**src/hw/rtl/assert_macros.svh**
```systemverilog
// Assertion helpers for the RTL files (included by lqr_dpath.sv).
`ifndef ASSERT_MACROS_SVH
`define ASSERT_MACROS_SVH

`ifndef SYNTH
// Check a property at every rising edge, ignored while reset is asserted.
`define CHK_AT(lbl, clk, rstn, prop, msg) \
    lbl: assert property (@(posedge clk) disable iff (!rstn) (prop)) else $error(msg);
// Check a property at every rising edge, reset included.
`define CHK_ALWAYS(lbl, clk, prop, msg) \
    lbl: assert property (@(posedge clk) (prop)) else $error(msg);
`else
`define CHK_AT(lbl, clk, rstn, prop, msg)
`define CHK_ALWAYS(lbl, clk, prop, msg)
`endif

`endif

```
**src/hw/rtl/lqr_pkg.sv**
```systemverilog
package lqr_pkg;

    localparam int QUEUE_DEPTH_DEF = 128;
    localparam int DATA_W          = 32;
    localparam int COUNT_W         = 8;

    // Command codes
    localparam logic [1:0] CMD_PUSH    = 2'd0;
    localparam logic [1:0] CMD_POP     = 2'd1;
    localparam logic [1:0] CMD_REVERSE = 2'd2;

    // Status codes
    localparam logic [1:0] ST_DONE  = 2'd0;
    localparam logic [1:0] ST_FULL  = 2'd1;
    localparam logic [1:0] ST_EMPTY = 2'd2;

    typedef struct packed {
        logic [1:0]               command;
        logic signed [DATA_W-1:0] push_value;
    } t_in_word;

    typedef struct packed {
        logic [1:0]               status;
        logic signed [DATA_W-1:0] pop_value;
        logic [COUNT_W-1:0]       element_count;
        logic                     is_empty;
        logic                     is_full;
    } t_out_word;

    typedef enum logic [2:0] {
        S_IDLE,
        S_POP_RD,
        S_REV_FILL,
        S_REV_BACK,
        S_DONE
    } t_state;

    // Controller to datapath
    typedef struct packed {
        logic accept;
        logic pop_cap;
        logic fill;
        logic back;
        logic load_out;
    } t_dp_ctl;

    // Datapath to controller
    typedef struct packed {
        logic [1:0] command;
        logic       empty;
        logic       walk_last;
        logic       out_free;
    } t_dp_sts;

endpackage

```
**src/hw/rtl/lqr_ctrl.sv**
```systemverilog
module lqr_ctrl
    import lqr_pkg::*;
(
    input  logic    i_clk,
    input  logic    i_rst_n,
    input  logic    i_in_valid,
    input  t_dp_sts i_sts,
    output logic    o_in_ready,
    output t_dp_ctl o_ctl
);

    t_state r_state;
    t_state n_state;

    always_ff @(posedge i_clk) begin
        if (!i_rst_n) begin
            r_state <= S_IDLE;
        end else begin
            r_state <= n_state;
        end
    end

    always_comb begin
        n_state = r_state;
        case (r_state)
            S_IDLE: begin
                if (i_in_valid) begin
                    if (i_sts.command == CMD_POP && !i_sts.empty) begin
                        n_state = S_POP_RD;
                    end else if (i_sts.command == CMD_REVERSE && !i_sts.empty) begin
                        n_state = S_REV_FILL;
                    end else begin
                        n_state = S_DONE;
                    end
                end
            end
            S_POP_RD: begin
                n_state = S_DONE;
            end
            S_REV_FILL: begin
                if (i_sts.walk_last) begin
                    n_state = S_REV_BACK;
                end
            end
            S_REV_BACK: begin
                if (i_sts.walk_last) begin
                    n_state = S_DONE;
                end
            end
            S_DONE: begin
                if (i_sts.out_free) begin
                    n_state = S_IDLE;
                end
            end
            default: begin
                n_state = S_IDLE;
            end
        endcase
    end

    always_comb begin
        o_in_ready     = 1'b0;
        o_ctl          = '0;
        case (r_state)
            S_IDLE: begin
                o_in_ready   = 1'b1;
                o_ctl.accept = i_in_valid;
            end
            S_POP_RD: begin
                o_ctl.pop_cap = 1'b1;
            end
            S_REV_FILL: begin
                o_ctl.fill = 1'b1;
            end
            S_REV_BACK: begin
                o_ctl.back = 1'b1;
            end
            S_DONE: begin
                o_ctl.load_out = i_sts.out_free;
            end
            default: begin
                o_in_ready = 1'b0;
            end
        endcase
    end

endmodule

```
**config.mk**
```make
export PLATFORM = sky130hd
export DESIGN_NAME = lqr_ctrl
export DESIGN_NICKNAME = d
export VERILOG_FILES = /design/src/hw/rtl/assert_macros.svh /design/src/hw/rtl/lqr_pkg.sv /design/src/hw/rtl/lqr_ctrl.sv
export SDC_FILE = /design/constraint.sdc
export NUM_CORES = 1
export LEC_CHECK = 0
export BUFFER_PORTS_ARGS = -buffer_cell sky130_fd_sc_hd__buf_2
export CAP_MARGIN = 20
export CORE_AREA = 2 2 39 41
export DETAILED_ROUTE_END_ITERATION = 10
export DIE_AREA = 0 0 41 43
export HOLD_SLACK_MARGIN = 0.06
export SLEW_MARGIN = 25
export SYNTH_ARGS = -nofsm -noshare
export SYNTH_HDL_FRONTEND = slang
export SYNTH_SLANG_ARGS = --single-unit
```
**constraint.sdc**
```tcl
create_clock -name i_clk -period 2.1 [get_ports i_clk]
set_clock_uncertainty 0.15 [all_clocks]
set_input_delay 0.42 -clock i_clk [delete_from_list [all_inputs] [get_ports i_clk]]
set_output_delay 0.42 -clock i_clk [all_outputs]
set_load 0.01 [all_outputs]
```
==> results.toml, run 1 <==
[run_status]
status = "completed"

[yosys]
syn-num-nets = 39
synthDistinctLibCells = 21
synthTopCellsByArea = "dfxtp_1, a21oi_1, nand2b_1, nor4_1, buf_6"
yosysTopAreaCellShare_pct = 25.26
ys_ff_latch = 3
synth-edff-count = 0
synthesis.area_um2 = 237.7
synth_cells = 31
synthArstFlopShare_pct = 0
seq_area_frac_synth_pct = 25.26
avgSynthCellArea_um2 = 7.669
yosysWarnings = 0
synth_ff_type = "dfxtp_1"
yosys.area.top_type = "dfxtp_1"

[timing]
timing.final.crit_share_pct = 83.06
setup_viol = 0
hold_viol_final = 0
grt_setup_unrepaired = "false"
drv_slew = 0
max_freq_mhz = 573.3
period_minus_slack_ns = 1.744
final.setup.tns_ns = 0
slew_headroom_pct = 80.43
worstMarginPinSlew_ns = 0.2932

[global_routing]
grt-ovfl-total = 0
grt_pass1_wl_um = 972
grt_max_degree = 10
grt_pass1_vias = 248
antenna_found_initial = 0
track_usage_pct = 9.538

[die]
dieArea_um2 = 1763
start_util_pct = 17.18
die_y_um = 43
rows = 14
io_pins = 14
core_um2 = 1384
die_w_um = 41

[power_and_ir_drop]
ir_drop_v = 0.0001817
p_total_uw = 217.1
power_density_nw_per_um2 = 649.8
p_leak_uw = 0.0001526

[clock_network]
cts_hold_buffers = 0
cts_buffers = 3
clockRootBuffer = "clkbuf_4"
ctsResizeCount = 0
cts_buffer_depth = 2
htreeDepth = 1
cts_tree = "yes"
cts.sinks = 3
clk_pin_slew_ns = 0.03
clock_latency_ns = 0.23
post_cts_buffers = 0

[drt]
highest_layer = "met4"
wl_met3_um = 68
m1WireLength_um = 247
wl_met2_um = 257
drc_errors = 0
drtIter0Drc = 16
wl_um = 605
wl_per_cell_um = 9.758
via_count = 286
antenna_left = 0
routed_via_density = 4.613
first_pass_iters = 4

[layout]
num_antenna_cells = 0
regArea_um2 = 60.06
layout-drive-gt1-share_pct = 34.78
fill_cells = 154
syn_to_final_growth_pct = 40.53
multiInputGateArea_um2 = 151.4
reg_top3 = "r_state: 3 flops"
largest_reg_flops = 3
top_register = "r_state"
nets = 55

[placed_design]
dp_hpwl_um = 449.6
io_buffer_count = 13
place_congestion = 0.7020

[worst_setup_path]
worst_ep_required_time_ns = 1.53
cp_top_family = "flip-flops"
critPathCaptureType = "output port"
crit_arrival_ns = 1.17
critPathBufInv = 2
path_cells = "inv_1 > nor4b_1 > buf_2"
cp-start-kind = "flip-flop"
cpPeakStageDelay_ns = 0.41
path_class = "reg -> out"
cp_max_fo = 6
cp_slowest_cell = "dfxtp_1"

[hold_path]
hp-class = "in -> reg"

[job]
cap_violations = 0
metal layers:
layer  GRT usage (%)  up-vias
li1                -      141
met1           10.29      120
met2           10.00       21
met3           3.665        4
met4           16.00        0
met5               0        -
cells in the mapped netlist, types with 2 or more instances:
master,count
nor4_1,2
nor3_1,2
nand2b_1,2
inv_1,3
a21oi_1,3
nor2_1,2
dfxtp_1,3
stage by stage:
stage	area (um2)	setup WS (ns)	utilization (%)	instances	hold slack [ns]
2_1_floorplan	237.7	0.4985	-	31	0.3979
3_3_place_gp	307.8	0.5949	22.24	58	0.4774
3_5_place_dp	307.8	0.5929	22.24	58	0.4798
4_1_cts	334.1	0.3407	24.14	62	0.2654
5_1_grt	334.1	0.2373	24.14	62	0.2688
6_report	334.1	0.3556	24.14	62	0.2736
cell usage in the layout (no fill, tap or decap), types with 2 or more instances in the layout:
| cell type | netlist | final |
|---|---|---|
| dfxtp_1 | 3 | 3 |
| a21oi_1 | 3 | 3 |
| nand2b_1 | 2 | 2 |
| clkbuf_4 | 0 | 3 |
| nor4_1 | 2 | 2 |
| nor3_1 | 2 | 2 |
| nor2_1 | 2 | 2 |
| buf_2 | 0 | 13 |
| inv_1 | 3 | 3 |
kinds of logic (layout without fill, tap and decap cells):
kind of cell,Yosys count,count (layout),share of synthesized area [%]
flip-flops,3,3,25.26
AND/OR/NAND/NOR,13,13,33.69
buffers and inverters,5,20,11.05
XOR/XNOR,1,1,3.685
multiplexers,1,1,4.211
AO/OA/AOI/OAI,8,8,22.10
path summary, 6_finish.rpt:
check	start	to	slack, ns	cells past startpoint
worst max register to register	r_state[1]$_SDFFE_PN0P_	r_state[0]$_SDFFE_PN0P_	0.72	3
worst min register to register	r_state[2]$_SDFFE_PN0P_	r_state[1]$_SDFFE_PN0P_	0.51	2
worst min-delay path	i_rst_n	r_state[2]$_SDFFE_PN0P_	0.27	2
worst max-delay path	r_state[2]$_SDFFE_PN0P_	o_ctl[0]	0.36	3
power breakdown:
part	internal (uW)	leakage (uW)	switching (uW)	total, uW
Sequential	61.2	0.0000245	7.01	68.2
Combinational	24.7	0.000113	23.2	47.9
Clock	71.2	0.0000150	29.8	101
Total	157	0.000153	60.0	217
worst reg2reg max path: cells and delay by family, from the launching register on:
family          cells  cell delay (ns)
flops               1             0.37
simple gates        2             0.69
compound gates      1             0.12
cell type report:
cell class,count,area share (%)
Sequential cell,3,17.98
Timing Repair Buffer,13,19.48
Inverter,3,3.371
Tap cell,16,5.993
Multi-Input combinational cell,23,45.32
Clock buffer,4,7.865
(Power assumes the default switching activity.)
==> run 2: changes to the inputs <==
==> constraint.sdc (replaced) <==
create_clock -name i_clk -period 1.75 [get_ports i_clk]
set_clock_uncertainty 0.15 [all_clocks]
set_input_delay 0.35 -clock i_clk [delete_from_list [all_inputs] [get_ports i_clk]]
set_output_delay 0.35 -clock i_clk [all_outputs]
set_load 0.01 [all_outputs]
==> run 2 against run 1 <==
  * Non-clock buffer count unchanged
  * Cell area rose by 0.75%
  * Sequential share of layout area increased by 0.61 points
  * Via count grew 0.70%
  * Sequential power is 21% higher
  * Critical path depth unchanged
  * Cell count stayed put
  * Sequential cell count is the same
  * Combinational power grew 19%
  * Register-to-register slack worse by 0.31 ns
  * Power is 22% higher
  * Clock power grew 23%
  * Critical endpoint unchanged
  * Highest routed layer unchanged
==> results.toml, run 2 (same netlist as run 1, synthesis figures left out) <==
[global_routing]
grt_pass1_wl_mm = 1.014
grtUsageMet2_pct = 10.94
grt-ovfl-total = 0
grt_max_degree = 10
antenna_found_initial = 0
grt_use_met1_pct = 10.19
track_usage_pct = 9.409
top_usage_layer = "met4"
met3_usage_pct = 4.712
grt_pass1_vias = 249

[power_and_ir_drop]
p_leak_uw = 0.0001534
p_comb_share_pct = 21.6
power_density_nw_per_um2 = 783.8
switching_share_pct = 28.19
intPower_uw = 189.4
p_total_uw = 263.8
p_seq_share_pct = 31.3
p_sw_uw = 74.38
ir_drop_v = 0.0003121
clockPowerShare_pct = 47.1

[clock_network]
cts_tree = "yes"
cts_buffer_depth = 2
cts.sinks = 3
clockRootBuffer = "clkbuf_4"
clock_latency_ns = 0.24
clk_pin_slew_ns = 0.04
htreeDepth = 1
cts_hold_buffers = 0
cts_buffers = 3

[layout]
final_cells = 62
reg_top3 = "r_state: 3 flops"
postLayoutCellArea_um2 = 336.6
layout_common_cells = "buf_2, inv_1, a21oi_1, clkbuf_4"
syn_to_final_growth_pct = 41.58
regArea_um2 = 62.56
final_common_cell = "buf_2"
nets = 55
layout-drive-gt1-share_pct = 39.13
multiInputGateArea_um2 = 151.4
fill_cells = 153
top_register = "r_state"
num_antenna_cells = 0
largest_reg_flops = 3

[die]
dieArea_um2 = 1763
io_pins = 14
die_w_um = 41
die_y_um = 43
start_util_pct = 17.18
rows = 14
core_um2 = 1384

[placed_design]
dp_hpwl_um = 475
dpl_cell_area_um2 = 307.8
dp_cells = 58
place_congestion = 0.6932
io_buffer_count = 13

[drt]
wl_um = 594
antenna_left = 0
first_pass_iters = 4
routed_via_density = 4.645
via_count = 288
wl_per_cell_um = 9.581
drtIter0Drc = 3
drc_errors = 0

[timing]
timing.final.crit_share_pct = 92.41
drv_slew = 0
max_freq_mhz = 618.4
period_minus_slack_ns = 1.617
setup_viol = 0
grt_setup_unrepaired = "false"
final.setup.tns_ns = 0
worstMarginPinSlew_ns = 0.2918
slew_headroom_pct = 80.52
hold_viol_final = 0

[worst_setup_path]
critPathCaptureType = "output port"
worst_ep_required_time_ns = 1.25
cp-start-kind = "flip-flop"
cp_max_fo = 6
crit_arrival_ns = 1.12
path_class = "reg -> out"
rrSetupSlack_ns = 0.41

[job]
cap_violations = 0

[run_status]
status = "completed"

[hold_path]
hp-class = "in -> reg"
==> run 2: final timing paths <==
kind	from	cells past startpoint	end
worst max register to register	r_state[1]$_SDFFE_PN0P_	3	r_state[0]$_SDFFE_PN0P_
worst max-delay path	r_state[2]$_SDFFE_PN0P_	3	o_ctl[0]
worst min register to register	r_state[2]$_SDFFE_PN0P_	2	r_state[1]$_SDFFE_PN0P_
worst min-delay path	i_rst_n	2	r_state[2]$_SDFFE_PN0P_
==> run 2: metrics by stage <==
step / hold WS (ns) / setup WS [ns] / utilization (%)
2_1_floorplan: 0.3279 / 0.2185 / -
3_3_place_gp: 0.4415 / 0.3084 / 22.24
3_5_place_dp: 0.4398 / 0.3048 / 22.24
4_1_cts: 0.1974 / 0.04850 / 24.14
5_1_grt: 0.1952 / 0.04932 / 24.32
6_report: 0.2017 / 0.1328 / 24.32
==> run 2: layout make-up <==
| type | count | share of cell area, % |
|---|---|---|
| clock buffer | 4 | 7.807 |
| inverter | 3 | 3.346 |
| timing repair buffer | 13 | 19.33 |
| sequential | 3 | 18.59 |
| tap | 16 | 5.948 |
| multi-input combinational | 23 | 44.98 |
==> run 2: power by group through the flow <==
stage	Combinational, uW	Sequential (uW)	Clock, uW
2_1_floorplan	39.1	77.9	0
3_3_place_gp	57.3	82.6	0
3_5_place_dp	57.2	82.8	0
4_1_cts	57.6	81.5	129
5_1_grt	64.4	83.0	141
6_report	56.9	82.6	124
==> run 2: critical path, cell delays in order (launching register included) <==
cell and delay (ns):
dfxtp_2 0.37, inv_1 0.08, nor4b_1 0.26, buf_2 0.18
==> run 2: routing by layer <==
layer	wire length, um	share of wire, %
met5	0	0
met3	39	6.6
met1	274	46
met4	33	5.6
met2	247	42
==> run 2: what timing repair did <==
item / 4_1_cts / 5_1_grt
setup buffers: 0 / 0
resized for setup: 0 / 2
setup endpoints to repair: 0 / 2
